### src/design/ltteb_pkg.sv
// ----------------------------------------------------------------------------
// ltteb_pkg
// Shared widths, reset values, register codes, controller/datapath bundles
// and the cosine table generator for the lidar time-to-collision brake.
// ----------------------------------------------------------------------------
package ltteb_pkg;

	// default depth of the cosine table over the full circle
	localparam int COS_TABLE_DEPTH = 256;

	// field widths
	localparam int ANGLE_W    = 16;
	localparam int STEP_W     = 13;
	localparam int LIMIT_W    = 16;
	localparam int SPEED_W    = 16;
	localparam int RANGE_W    = 16;
	localparam int BEAM_W     = 18;
	localparam int COS_W      = 16;
	localparam int RATE_W     = 32;
	localparam int RATE_POS_W = 30;
	localparam int CFG_IDX_W  = 2;
	localparam int CFG_DATA_W = 16;
	localparam int TDATA_IN_W  = 32;
	localparam int TUSER_IN_W  = 2;
	localparam int TDATA_OUT_W = 8;

	// product and comparison widths of the critical test
	localparam int RANGE_K_W = 26;
	localparam int LHS_W     = RANGE_K_W + 14;
	localparam int RHS_W     = LIMIT_W + RATE_POS_W;
	localparam int MS_PER_S  = 1000;

	// register reset values
	localparam logic signed [ANGLE_W-1:0] ANGLE_START_RST = -16'sd24576;
	localparam logic signed [ANGLE_W-1:0] ANGLE_STOP_RST  = 16'sd24576;
	localparam logic [STEP_W-1:0]         ANGLE_STEP_RST  = 13'd45;
	localparam logic [LIMIT_W-1:0]        TTC_LIMIT_RST   = 16'd1250;

	// configuration register indexes
	typedef enum logic [CFG_IDX_W-1:0] {
		REG_ANGLE_START = 2'd0,
		REG_ANGLE_STOP  = 2'd1,
		REG_ANGLE_STEP  = 2'd2,
		REG_TTC_LIMIT   = 2'd3
	} cfg_reg_t;

	// controller to datapath commands
	typedef struct packed {
		logic take_speed;
		logic take_sample;
		logic ld_rate;
		logic ld_test;
		logic finish;
	} dp_cmd_t;

	// datapath to controller status
	typedef struct packed {
		logic sample_last;
		logic out_busy;
	} dp_status_t;

	// quarter-wave sine, z in Q14 from 0 to 16384
	function automatic int quarter_sin(int z);
		int z2;
		int t;
		z2 = (z * z) >>> 14;
		t  = 10584 - ((z2 * 1232) >>> 14);
		t  = 25736 - ((z2 * t) >>> 14);
		return (z * t) >>> 14;
	endfunction

	// Q14 cosine of a 16-bit binary angle
	function automatic int cos_q14(int a);
		int q;
		int r;
		q = (a >>> 14) & 3;
		r = a & 16'h3FFF;
		case (q)
			0: return quarter_sin(16384 - r);
			1: return -quarter_sin(r);
			2: return -quarter_sin(16384 - r);
			default: return quarter_sin(r);
		endcase
	endfunction

endpackage

### src/design/ltteb_cos_rom.sv
// ----------------------------------------------------------------------------
// ltteb_cos_rom
// Constant cosine table over the full circle with a registered read port.
// ----------------------------------------------------------------------------
module ltteb_cos_rom #(
	parameter int DEPTH = ltteb_pkg::COS_TABLE_DEPTH
) (
	input  logic                                  clk,
	input  logic [$clog2(DEPTH)-1:0]              addr,
	output logic signed [ltteb_pkg::COS_W-1:0]    data
);

	logic signed [ltteb_pkg::COS_W-1:0] tab [DEPTH];
	logic signed [ltteb_pkg::COS_W-1:0] data_q;

	// entry i holds the cosine of angle floor(i * 65536 / depth)
	for (genvar g = 0; g < DEPTH; g++) begin : g_tab
		assign tab[g] = ltteb_pkg::COS_W'(ltteb_pkg::cos_q14((g * 65536) / DEPTH));
	end

	// registered read
	always_ff @(posedge clk) begin
		data_q <= tab[addr];
	end

	assign data = data_q;

endmodule

### src/design/ltteb_ctrl.sv
// ----------------------------------------------------------------------------
// ltteb_ctrl
// Sequencer: takes one item at a time and walks a range sample through
// table read, rate multiply, threshold multiply and final compare.
// ----------------------------------------------------------------------------
module ltteb_ctrl (
	input  logic                  clk,
	input  logic                  arst_n,
	input  logic                  s_tvalid,
	input  logic                  item_cmd,
	output logic                  s_tready,
	output ltteb_pkg::dp_cmd_t    dp_cmd,
	input  ltteb_pkg::dp_status_t dp_status
);

	typedef enum logic [4:0] {
		ST_IDLE = 5'b00001,
		ST_LOOK = 5'b00010,
		ST_RATE = 5'b00100,
		ST_TEST = 5'b01000,
		ST_DONE = 5'b10000
	} state_t;

	state_t state_q;
	state_t state_d;
	logic   finish_ok;

	// a last sample waits while the result register is still full
	assign finish_ok = !(dp_status.sample_last && dp_status.out_busy);

	// command decode
	always_comb begin
		s_tready            = (state_q == ST_IDLE);
		dp_cmd.take_speed   = (state_q == ST_IDLE) && s_tvalid && !item_cmd;
		dp_cmd.take_sample  = (state_q == ST_IDLE) && s_tvalid && item_cmd;
		dp_cmd.ld_rate      = (state_q == ST_RATE);
		dp_cmd.ld_test      = (state_q == ST_TEST);
		dp_cmd.finish       = (state_q == ST_DONE) && finish_ok;
	end

	// next state
	always_comb begin
		state_d = state_q;
		case (state_q)
			ST_IDLE: begin
				if (s_tvalid && item_cmd) state_d = ST_LOOK;
			end
			ST_LOOK: state_d = ST_RATE;
			ST_RATE: state_d = ST_TEST;
			ST_TEST: state_d = ST_DONE;
			ST_DONE: begin
				if (finish_ok) state_d = ST_IDLE;
			end
			default: state_d = ST_IDLE;
		endcase
	end

	// state register
	always_ff @(posedge clk or negedge arst_n) begin
		if (!arst_n) begin
			state_q <= ST_IDLE;
		end else begin
			state_q <= state_d;
		end
	end

endmodule

### src/design/ltteb_datapath.sv
// ----------------------------------------------------------------------------
// ltteb_datapath
// Configuration registers, speed and beam angle state, table index, the two
// multiplies of the closing-rate test, scan accumulation and result register.
// ----------------------------------------------------------------------------
module ltteb_datapath #(
	parameter int DEPTH = ltteb_pkg::COS_TABLE_DEPTH
) (
	input  logic                                   clk,
	input  logic                                   arst_n,
	input  ltteb_pkg::dp_cmd_t                     dp_cmd,
	output ltteb_pkg::dp_status_t                  dp_status,
	input  logic                                   cfg_we,
	input  logic [ltteb_pkg::CFG_IDX_W-1:0]        cfg_index,
	input  logic [ltteb_pkg::CFG_DATA_W-1:0]       cfg_wdata,
	input  logic signed [ltteb_pkg::SPEED_W-1:0]   speed_mm_s,
	input  logic [ltteb_pkg::RANGE_W-1:0]          range_mm,
	input  logic                                   range_valid,
	input  logic                                   last_beam,
	output logic [$clog2(DEPTH)-1:0]               rom_addr,
	input  logic signed [ltteb_pkg::COS_W-1:0]     rom_data,
	input  logic                                   m_tready,
	output logic                                   m_tvalid,
	output logic                                   brake
);

	localparam int IDX_W = $clog2(DEPTH);
	localparam int SUM_W = 17 + IDX_W;

	// configuration registers
	logic signed [ltteb_pkg::ANGLE_W-1:0] start_q;
	logic signed [ltteb_pkg::ANGLE_W-1:0] stop_q;
	logic [ltteb_pkg::STEP_W-1:0]         step_q;
	logic [ltteb_pkg::LIMIT_W-1:0]        limit_q;

	// scan state
	logic signed [ltteb_pkg::SPEED_W-1:0] speed_q;
	logic signed [ltteb_pkg::BEAM_W-1:0]  beam_q;
	logic                                 danger_q;

	// sample stages
	logic [IDX_W-1:0]                     idx_s1;
	logic [ltteb_pkg::RANGE_W-1:0]        range_s1;
	logic                                 valid_s1;
	logic                                 last_s1;
	logic                                 win_s1;
	logic signed [ltteb_pkg::RATE_W-1:0]  rate_s2;
	logic                                 pos_s3;
	logic [ltteb_pkg::LHS_W-1:0]          lhs_s3;
	logic [ltteb_pkg::RHS_W-1:0]          rhs_s3;

	// result register
	logic out_valid_q;
	logic brake_q;

	logic signed [ltteb_pkg::BEAM_W-1:0]  start_ext;
	logic signed [ltteb_pkg::BEAM_W-1:0]  stop_ext;
	logic signed [ltteb_pkg::BEAM_W-1:0]  step_ext;
	logic                                 in_window;
	logic [SUM_W-1:0]                     idx_sum;
	logic [IDX_W:0]                       idx_raw;
	logic [IDX_W:0]                       idx_wrap;
	logic [ltteb_pkg::RANGE_K_W-1:0]      range_k;
	logic                                 critical;
	logic                                 hit;

	assign start_ext = {{(ltteb_pkg::BEAM_W - ltteb_pkg::ANGLE_W){start_q[ltteb_pkg::ANGLE_W-1]}},
		start_q};
	assign stop_ext  = {{(ltteb_pkg::BEAM_W - ltteb_pkg::ANGLE_W){stop_q[ltteb_pkg::ANGLE_W-1]}},
		stop_q};
	assign step_ext  = $signed({{(ltteb_pkg::BEAM_W - ltteb_pkg::STEP_W){1'b0}}, step_q});
	assign in_window = (beam_q <= stop_ext);

	// nearest table index of the wrapped 16-bit angle, modulo the depth
	assign idx_sum  = SUM_W'(beam_q[ltteb_pkg::ANGLE_W-1:0]) * SUM_W'(DEPTH) + SUM_W'(32768);
	assign idx_raw  = idx_sum[SUM_W-1:16];
	assign idx_wrap = (idx_raw >= (IDX_W+1)'(DEPTH)) ? idx_raw - (IDX_W+1)'(DEPTH) : idx_raw;

	// configuration writes
	always_ff @(posedge clk or negedge arst_n) begin
		if (!arst_n) begin
			start_q <= ltteb_pkg::ANGLE_START_RST;
			stop_q  <= ltteb_pkg::ANGLE_STOP_RST;
			step_q  <= ltteb_pkg::ANGLE_STEP_RST;
			limit_q <= ltteb_pkg::TTC_LIMIT_RST;
		end else if (cfg_we) begin
			case (ltteb_pkg::cfg_reg_t'(cfg_index))
				ltteb_pkg::REG_ANGLE_START: start_q <= cfg_wdata;
				ltteb_pkg::REG_ANGLE_STOP:  stop_q  <= cfg_wdata;
				ltteb_pkg::REG_ANGLE_STEP:  step_q  <= cfg_wdata[ltteb_pkg::STEP_W-1:0];
				ltteb_pkg::REG_TTC_LIMIT:   limit_q <= cfg_wdata;
				default: ;
			endcase
		end
	end

	// speed and beam angle; the angle holds once past the stop
	always_ff @(posedge clk or negedge arst_n) begin
		if (!arst_n) begin
			speed_q <= '0;
			beam_q  <= {{(ltteb_pkg::BEAM_W - ltteb_pkg::ANGLE_W)
				{ltteb_pkg::ANGLE_START_RST[ltteb_pkg::ANGLE_W-1]}},
				ltteb_pkg::ANGLE_START_RST};
		end else begin
			if (dp_cmd.take_speed) begin
				speed_q <= speed_mm_s;
			end
			if (cfg_we && (ltteb_pkg::cfg_reg_t'(cfg_index) == ltteb_pkg::REG_ANGLE_START)) begin
				beam_q <= {{(ltteb_pkg::BEAM_W - ltteb_pkg::ANGLE_W)
					{cfg_wdata[ltteb_pkg::ANGLE_W-1]}}, cfg_wdata};
			end else if (dp_cmd.take_sample) begin
				if (last_beam) begin
					beam_q <= start_ext;
				end else if (in_window) begin
					beam_q <= beam_q + step_ext;
				end
			end
		end
	end

	// capture the sample and its table index
	always_ff @(posedge clk) begin
		if (dp_cmd.take_sample) begin
			idx_s1   <= idx_wrap[IDX_W-1:0];
			range_s1 <= range_mm;
			valid_s1 <= range_valid;
			last_s1  <= last_beam;
			win_s1   <= in_window;
		end
	end

	assign rom_addr = idx_s1;

	// closing rate in Q14 mm/s
	always_ff @(posedge clk) begin
		if (dp_cmd.ld_rate) begin
			rate_s2 <= ltteb_pkg::RATE_W'(speed_q) * ltteb_pkg::RATE_W'(rom_data);
		end
	end

	// both sides of range * 1000 * 2^14 < limit * rate
	assign range_k = ltteb_pkg::RANGE_K_W'(range_s1) * ltteb_pkg::RANGE_K_W'(ltteb_pkg::MS_PER_S);

	always_ff @(posedge clk) begin
		if (dp_cmd.ld_test) begin
			pos_s3 <= (rate_s2 > 0);
			lhs_s3 <= {range_k, 14'd0};
			rhs_s3 <= ltteb_pkg::RHS_W'(limit_q) *
				ltteb_pkg::RHS_W'(rate_s2[ltteb_pkg::RATE_POS_W-1:0]);
		end
	end

	assign critical = win_s1 && valid_s1 && pos_s3 && (ltteb_pkg::RHS_W'(lhs_s3) < rhs_s3);
	assign hit      = danger_q || critical;

	// scan accumulation and result register
	always_ff @(posedge clk or negedge arst_n) begin
		if (!arst_n) begin
			danger_q    <= 1'b0;
			out_valid_q <= 1'b0;
		end else begin
			if (dp_cmd.finish) begin
				danger_q <= last_s1 ? 1'b0 : hit;
			end
			if (dp_cmd.finish && last_s1) begin
				out_valid_q <= 1'b1;
			end else if (m_tready) begin
				out_valid_q <= 1'b0;
			end
		end
	end

	always_ff @(posedge clk) begin
		if (dp_cmd.finish && last_s1) begin
			brake_q <= hit;
		end
	end

	assign dp_status.sample_last = last_s1;
	assign dp_status.out_busy    = out_valid_q && !m_tready;
	assign m_tvalid              = out_valid_q;
	assign brake                 = brake_q;

endmodule

### src/design/lidar_ttc_emergency_brake.sv
// ----------------------------------------------------------------------------
// lidar_ttc_emergency_brake
// Time-to-collision brake over one lidar sweep: keeps the vehicle speed,
// steps a beam angle per range sample, and flags the scan when a beam closes
// faster than the configured limit allows.
//
//   channel   direction  content
//   s_*       in         item: tuser cmd/range_valid, tdata speed/range, tlast
//   m_*       out        result: tdata brake, one per last sample
//   cfg_*     in         register write: index, data
//
// A speed update is taken as it arrives. A range sample passes through table
// read, rate multiply, threshold multiply and compare, in that order. A last
// sample waits in its final step while the result register still holds an
// untaken result. Reset is asynchronous, active low, and loads the default
// register values and an empty scan.
// ----------------------------------------------------------------------------
module lidar_ttc_emergency_brake #(
	parameter int COS_TABLE_DEPTH = ltteb_pkg::COS_TABLE_DEPTH
) (
	input  logic                                   clk,
	input  logic                                   arst_n,
	input  logic                                   s_tvalid,
	output logic                                   s_tready,
	// [15:0] speed_mm_s, [31:16] range_mm
	input  logic [ltteb_pkg::TDATA_IN_W-1:0]       s_tdata,
	// [0] cmd, [1] range_valid
	input  logic [ltteb_pkg::TUSER_IN_W-1:0]       s_tuser,
	input  logic                                   s_tlast,
	output logic                                   m_tvalid,
	input  logic                                   m_tready,
	// [0] brake, [7:1] zero
	output logic [ltteb_pkg::TDATA_OUT_W-1:0]      m_tdata,
	input  logic                                   cfg_we,
	input  logic [ltteb_pkg::CFG_IDX_W-1:0]        cfg_index,
	input  logic [ltteb_pkg::CFG_DATA_W-1:0]       cfg_wdata
);

	localparam int IDX_W = $clog2(COS_TABLE_DEPTH);

	ltteb_pkg::dp_cmd_t                  dp_cmd;
	ltteb_pkg::dp_status_t               dp_status;
	logic [IDX_W-1:0]                    rom_addr;
	logic signed [ltteb_pkg::COS_W-1:0]  rom_data;
	logic                                brake;

	// sequencer
	ltteb_ctrl u_ctrl (
		.clk       (clk),
		.arst_n    (arst_n),
		.s_tvalid  (s_tvalid),
		.item_cmd  (s_tuser[0]),
		.s_tready  (s_tready),
		.dp_cmd    (dp_cmd),
		.dp_status (dp_status)
	);

	// cosine table
	ltteb_cos_rom #(
		.DEPTH (COS_TABLE_DEPTH)
	) u_cos_rom (
		.clk  (clk),
		.addr (rom_addr),
		.data (rom_data)
	);

	// datapath
	ltteb_datapath #(
		.DEPTH (COS_TABLE_DEPTH)
	) u_datapath (
		.clk         (clk),
		.arst_n      (arst_n),
		.dp_cmd      (dp_cmd),
		.dp_status   (dp_status),
		.cfg_we      (cfg_we),
		.cfg_index   (cfg_index),
		.cfg_wdata   (cfg_wdata),
		.speed_mm_s  (s_tdata[15:0]),
		.range_mm    (s_tdata[31:16]),
		.range_valid (s_tuser[1]),
		.last_beam   (s_tlast),
		.rom_addr    (rom_addr),
		.rom_data    (rom_data),
		.m_tready    (m_tready),
		.m_tvalid    (m_tvalid),
		.brake       (brake)
	);

	assign m_tdata = {{(ltteb_pkg::TDATA_OUT_W-1){1'b0}}, brake};

endmodule

### config.mk
export PLATFORM = sky130hd
export DESIGN_NAME = lidar_ttc_emergency_brake
export DESIGN_NICKNAME = d
export VERILOG_FILES = /design/src/design/ltteb_pkg.sv /design/src/design/ltteb_cos_rom.sv /design/src/design/ltteb_ctrl.sv /design/src/design/ltteb_datapath.sv /design/src/design/lidar_ttc_emergency_brake.sv
export SDC_FILE = /design/constraint.sdc
export NUM_CORES = 2
export LEC_CHECK = 0
export BUFFER_PORTS_ARGS = -buffer_cell sky130_fd_sc_hd__buf_2
export CAP_MARGIN = 20
export CORE_UTILIZATION = 65
export DETAILED_ROUTE_END_ITERATION = 10
export PLACE_DENSITY = 0.92
export SYNTH_ARGS = -nofsm -noshare
export SYNTH_HDL_FRONTEND = slang
export SYNTH_SLANG_ARGS = --single-unit
### constraint.sdc
create_clock -name clk -period 9.3 [get_ports clk]
set_input_delay 0.465 -clock clk [delete_from_list [all_inputs] [get_ports clk]]
set_output_delay 0.465 -clock clk [all_outputs]
set_load 0.02 [all_outputs]
### After elaboration in Yosys (flattened, before gate mapping)

Memories as Yosys holds them, arrays and structs flattened. A register that Yosys moved wholly into a read port is not among the register bits.
Cells that the tools add are included.

| cells by class | value |
|---|---|
| add/subtract/negate cells | 3 |
| multiply operators | 3 |
| divide/modulo/power cells | 0 |
| order comparisons | 4 |
| equal/unequal tests | 10 |
| shift-type cells | 0 |
| mux-type cells | 11 |
| bitwise gates (word level) | 1 |
| reduce and logical (&&, ||, !) cells | 26 |

Operators by type and width:

| cell | count |
|---|---|
| 18-bit two-way mux | 4 |
| 40-bit by 46-bit less-than comparator with 1-bit output | 1 |
| 16-bit by 30-bit multiplier with 46-bit output | 1 |
| 32-bit by 1-bit greater-than comparator with 1-bit output, second input constant | 1 |
| 16-bit by 16-bit multiplier with 32-bit output | 1 |
| 24-bit by 16-bit adder with 25-bit output, second input constant | 1 |
| 5-bit one-hot mux with 5 select lines | 1 |
| 16-bit by 7-bit multiplier with 23-bit output, second input constant | 1 |
| 18-bit by 14-bit adder with 18-bit output | 1 |
| 18-bit by 16-bit less-or-equal comparator with 1-bit output | 1 |
| 1-bit logical AND | 12 |
| 2-bit AND reduction | 6 |
| 5-bit two-way mux | 2 |
| 9-bit greater-or-equal comparator, second input constant | 1 |
| 8-bit NOT with 9-bit output | 1 |
| 8-bit two-way mux | 1 |
| 8-bit by 1-bit subtractor with 8-bit output, second input constant | 1 |
| 5-bit by 1-bit equality test with 1-bit output, second input constant | 1 |
| 5-bit by 2-bit equality test with 1-bit output, second input constant | 1 |
| 5-bit by 3-bit equality test with 1-bit output, second input constant | 1 |
| 5-bit by 4-bit equality test with 1-bit output, second input constant | 1 |
| 5-bit equality test, second input constant | 1 |
| 2-bit equality test, second input constant | 2 |
| 2-bit nonzero test | 2 |
| other kinds (8) | 12 |

| storage, ports and cells | value |
|---|---|
| register bits | 232 |
| bits in latches | 0 |
| memory bits (writable) | 0 |
| bits in read-only memories | 4096 |
| bits of input ports | 58 |
| output and inout bits | 10 |
| word-level logic and storage cells | 78 |
| memories kept | 1 |

Memories:

| name | depth | width | rd ports | clocked after memory_dff | wr ports | RTL line | text |
|---|---|---|---|---|---|---|---|
| (no name shown) | 256 | 16 | 1 | 1 | 0 | ltteb_cos_rom.sv:23 | `data_q <= tab[addr];` |

### Logic depth before layout (Yosys ltp)

| logic depth | value |
|---|---|
| depth in word-level cells | 7 |
| gate-level depth with buffers | 25 |

### Modules after synthesis

Synthesis repeated with hierarchy kept, for this count alone.

| unflattened totals | value |
|---|---|
| cells, all modules | 4577 |
| area, all modules | 42274.3 sq um |

Modules (own cells, without submodules):

| module | instances | cells an instance | area an instance (sq um) |
|---|---|---|---|
| ltteb_datapath | 1 | 3776 | 37061.8 |
| ltteb_cos_rom | 1 | 763 | 4877.2 |
| ltteb_ctrl | 1 | 29 | 271.5 |
| lidar_ttc_emergency_brake | 1 | 9 | 63.8 |

### Worst setup path before layout

Ideal clock, no wire load.

| timing | value |
|---|---|
| kind | register to register |
| from | reg u_datapath.speed_q[15] in the netlist's numbering |
| to | reg u_datapath.rate_s2[31] in the netlist's numbering (data pin) |
| library setup time | 190 ps |
| arrival time | 6109 ps |
| required time | 9110 ps |
| setup slack | 3001 ps |
| stages on the path, launching flop included | 22 |
| buffers on the path | 2 |
| clock period less this slack | 6299 ps |
| path through | dfrtp_1 clkbuf_1 nand2_1 inv_1 fa_1 fa_1 inv_1 fa_1 fa_1 inv_1 fa_1 fa_1 ha_1 clkbuf_1 o21ai_0 o21a_1 o21bai_1 a211oi_2 nor3_1 o41ai_2 mux2i_1 a2111oi_2 |

| on the way | value |
|---|---|
| cells in the longest elaborated chain, start to end | 1 |

RTL lines:

| item | RTL line | text |
|---|---|---|
| start, declared | ltteb_datapath.sv:37 | `logic signed [ltteb_pkg::SPEED_W-1:0] speed_q;` |
| start signal, assigned | ltteb_datapath.sv:106 | `speed_q <= speed_mm_s;` |
| 16-bit by 16-bit multiplier with 32-bit output | ltteb_datapath.sv:137 | `rate_s2 <= ltteb_pkg::RATE_W'(speed_q) * ltteb_pkg::RATE_W'(rom_data);` |
| end signal, assigned | ltteb_datapath.sv:137 |  |
| end, declared | ltteb_datapath.sv:47 | `logic signed [ltteb_pkg::RATE_W-1:0] rate_s2;` |

Every way passes these cells.
A chain may end at the register's enable or synchronous reset.

### Worst setup path in the final report

| timing | value |
|---|---|
| from | reg u_datapath.limit_q[2] in the netlist's numbering |
| to | reg u_datapath.rhs_s3[38] in the netlist's numbering (data pin) |

| on the way | value |
|---|---|
| cells in the longest elaborated chain, start to end | 1 |

RTL lines:

| item | RTL line | text |
|---|---|---|
| start, declared | ltteb_datapath.sv:34 | `logic [ltteb_pkg::LIMIT_W-1:0] limit_q;` |
| start signal, assigned | ltteb_datapath.sv:85 | `limit_q <= ltteb_pkg::TTC_LIMIT_RST;` |
| start signal, assigned | ltteb_datapath.sv:91 | `ltteb_pkg::REG_TTC_LIMIT: limit_q <= cfg_wdata;` |
| 16-bit by 30-bit multiplier with 46-bit output | ltteb_datapath.sv:148 | `rhs_s3 <= ltteb_pkg::RHS_W'(limit_q) *` |
| end signal, assigned | ltteb_datapath.sv:148 |  |
| end, declared | ltteb_datapath.sv:50 | `logic [ltteb_pkg::RHS_W-1:0] rhs_s3;` |

Every way passes these cells.

==> results.sh <==
export IMPL_period_minus_slack_ns=7.28
export IMPL_finClkSkew_ns=0.0196
export IMPL_viasPerCell=6.29
export IMPL_wl_met1_um=41100
export IMPL_synthCells=4699
export IMPL_clkTransAtPathRegs_ns=0.07
export IMPL_ys_async_sr_fraction=0.411
export IMPL_relSlewSlack=0.217
export IMPL_rsz0062_at_grt="false"
export IMPL_root_buffer="clkbuf_16"
export IMPL_grt_pass1_wl_um=186000
export IMPL_io_pins=68
export IMPL_dr_wl_met3_um=13200
export IMPL_post_cts_buffers=0
export IMPL_end_kind="flop"
export IMPL_startpoint_type="flop"
export IMPL_crit_path_max_fanout=31
export IMPL_wl_per_cell_um=21.1
export IMPL_ys_types=92
export IMPL_grt_pass1_vias=36700
export IMPL_hold_viol_final=0
export IMPL_setup_viol=0
export IMPL_nFillCells=4440
export IMPL_die_x_um=258
export IMPL_required_ns=9.64
export IMPL_synth_top_flop_cell="edfxtp_1"
export IMPL_htree_levels=1
export IMPL_ys_seq_area_frac=0.160
export IMPL_multiInputGateArea_um2=31600
export IMPL_portBuffers=60
export IMPL_detail_route_drc_violations=0
export IMPL_wl_met2_um=55000
export IMPL_syn_area_um2=42600
export IMPL_diodes=0
export IMPL_run_status="completed"
export IMPL_hpwl_um=84700
export IMPL_clk_path_buf_depth=3
export IMPL_slew_violations=0
export IMPL_dr_first_iter_drc_count=3992
export IMPL_grt_max_degree=170
export IMPL_fin_tns_setup_ns=0
export IMPL_worst_pin_slew_ns=1.18
export IMPL_fmax_mhz=137
export IMPL_fin_hold_ws_ns=0.0557
export IMPL_coreArea_um2=64600
export IMPL_cts_tree="done"
export IMPL_cts_sinks=248
export IMPL_min_path_type="in2reg"
export IMPL_hold_buffers=1
export IMPL_drive_gt1_frac=0.0564
export IMPL_final_net_count=5673
export IMPL_fin_crit_sh=0.783
export IMPL_start_util=0.660
export IMPL_die_area_um2=66600
export IMPL_dr_total_vias=34400
export IMPL_synth_edf_count=130
export IMPL_maxCapViolations=0
export IMPL_rows=93
export IMPL_regArea_um2=6800
export IMPL_cts_resized=0
export IMPL_syn_area_per_cell_um2=9.07
export IMPL_critPathKind="reg2reg"
export IMPL_top_layer="met4"
export IMPL_antenna_found_initial=0
export IMPL_ys_ff_latch=248
export IMPL_gp_congestion=1.02
export IMPL_die_h_um=258
export IMPL_drt_total_wl_um=115000
export IMPL_drtAntennaViolNets=0
export IMPL_clk_latency_ns=0.59
export IMPL_final_core_util=0.688
export IMPL_numCtsBuffers=30
export IMPL_yosys_warnings=0
export IMPL_areaGrowthSynthToFinish_pct=4.24
export IMPL_overflow=0
export IMPL_grt_use_total=0.351
export IMPL_crit_arrival_ns=7.62
export IMPL_drt_pass1_iterations=7
[synth_stat cells (26+ instances only)]
| cell type | instances | area [um2] |
|---|---|---|
| inv_1 | 859 | 3220 |
| nor2_1 | 177 | 664 |
| xnor2_1 | 67 | 587 |
| nor3_1 | 58 | 290 |
| a21o_1 | 48 | 360 |
| and2_1 | 308 | 1930 |
| nand3_1 | 51 | 255 |
| mux2_2 | 63 | 709 |
| edfxtp_1 | 130 | 3900 |
| a21oi_1 | 186 | 931 |
| a31oi_1 | 26 | 163 |
| ha_1 | 326 | 4080 |
| nand2b_1 | 47 | 294 |
| xor2_1 | 30 | 263 |
| fa_1 | 707 | 14200 |
| clkbuf_1 | 195 | 732 |
| nor2b_1 | 31 | 194 |
| o21ai_0 | 175 | 876 |
| dfrtp_1 | 84 | 2100 |
| o211ai_1 | 30 | 225 |
| nand2_1 | 622 | 2330 |
| a211oi_1 | 44 | 330 |
[cell type report]
type                            instances  area share
Multi-Input combinational cell       3350       0.712
Sequential cell                       248       0.153
Inverter                              863      0.0730
Tap cell                              855      0.0241
Clock buffer                           36      0.0179
Timing Repair Buffer                   89      0.0132
Clock inverter                         20     0.00685
[cells in the final DEF (no fill, tap or decap), types with 47 or more instances in the layout]
| cell type | n |
|---|---|
| fa_1 | 707 |
| nand2_1 | 622 |
| ha_1 | 326 |
| dfrtp_1 | 84 |
| inv_1 | 859 |
| o21ai_0 | 175 |
| and2_1 | 308 |
| mux2_2 | 63 |
| xnor2_1 | 67 |
| nand2b_1 | 47 |
| a21oi_1 | 186 |
| edfxtp_1 | 130 |
| nand3_1 | 51 |
| nor2_1 | 176 |
| nor3_1 | 58 |
| a21o_1 | 48 |
| buf_2 | 59 |
[critical path, cell delays in order, from the launching register on]
cell and delay [ns]:
dfrtp_1 1.09, nand2_1 0.21, fa_1 0.58, fa_1 0.59, fa_1 0.45, fa_1 0.55, inv_1 0.05, fa_1 0.50
fa_1 0.46, ha_1 0.37, and3_1 0.27, and3_1 0.23, a221o_2 0.43, a211oi_2 0.32, o21ai_1 0.21, a41oi_1 0.42
a21oi_1 0.14, xor2_1 0.16
[kinds of logic after synthesis]
family	Yosys count	synth area share
adder cells (fa/ha/maj)	1033	0.428
buffers and inverters	1107	0.0993
other	1	0.0000880
XOR/XNOR	97	0.0199
AND/OR/NAND/NOR	1416	0.160
multiplexers	83	0.0237
AO/OA/AOI/OAI	714	0.110
flip-flops	248	0.160
[through the flow]
step           area, um2  cells  setup slack (ns)
4_1_cts            44300   5459              2.16
3_3_place_gp       43200   5402              2.35
6_report           44400   5461              2.02
5_1_grt            44400   5461              1.82
3_5_place_dp       43200   5402              2.14
2_1_floorplan      42600   4705              3.00
[layer usage]
layer | global-route usage | vias up
met1 | 0.433 | 16700
met5 | 0 | -
met3 | 0.0857 | 515
met2 | 0.586 | 2380
li1 | - | 14800
met4 | 0.156 | 0
[final timing paths]
path	startpoint	end	slack [ns]	cells past startpoint
max in group asynchronous	arst_n	u_datapath.speed_q[4]	7.61	3
worst min-delay path	s_tuser[1]	u_datapath.valid_s1	0.06	1
worst min register to register	u_datapath.start_q[13]	u_datapath.start_q[13]	0.46	2
min in group asynchronous	arst_n	u_datapath.beam_q[10]	0.48	2
worst max register to register	u_datapath.limit_q[2]	u_datapath.rhs_s3[38]	2.02	17
worst max-delay path	u_datapath.limit_q[2]	u_datapath.rhs_s3[38]	2.02	17
[state kept, by name, indices dropped and copies added (netlist names), 18 cells and up]
name and count:
u_datapath.lhs_s3 23, u_datapath.beam_q 18, u_datapath.rate_s2 32, u_datapath.rhs_s3 46
Power is left out: the tool's default activity adds up to more than one toggle a clock period on the data nets, which glitch-free logic cannot reach.
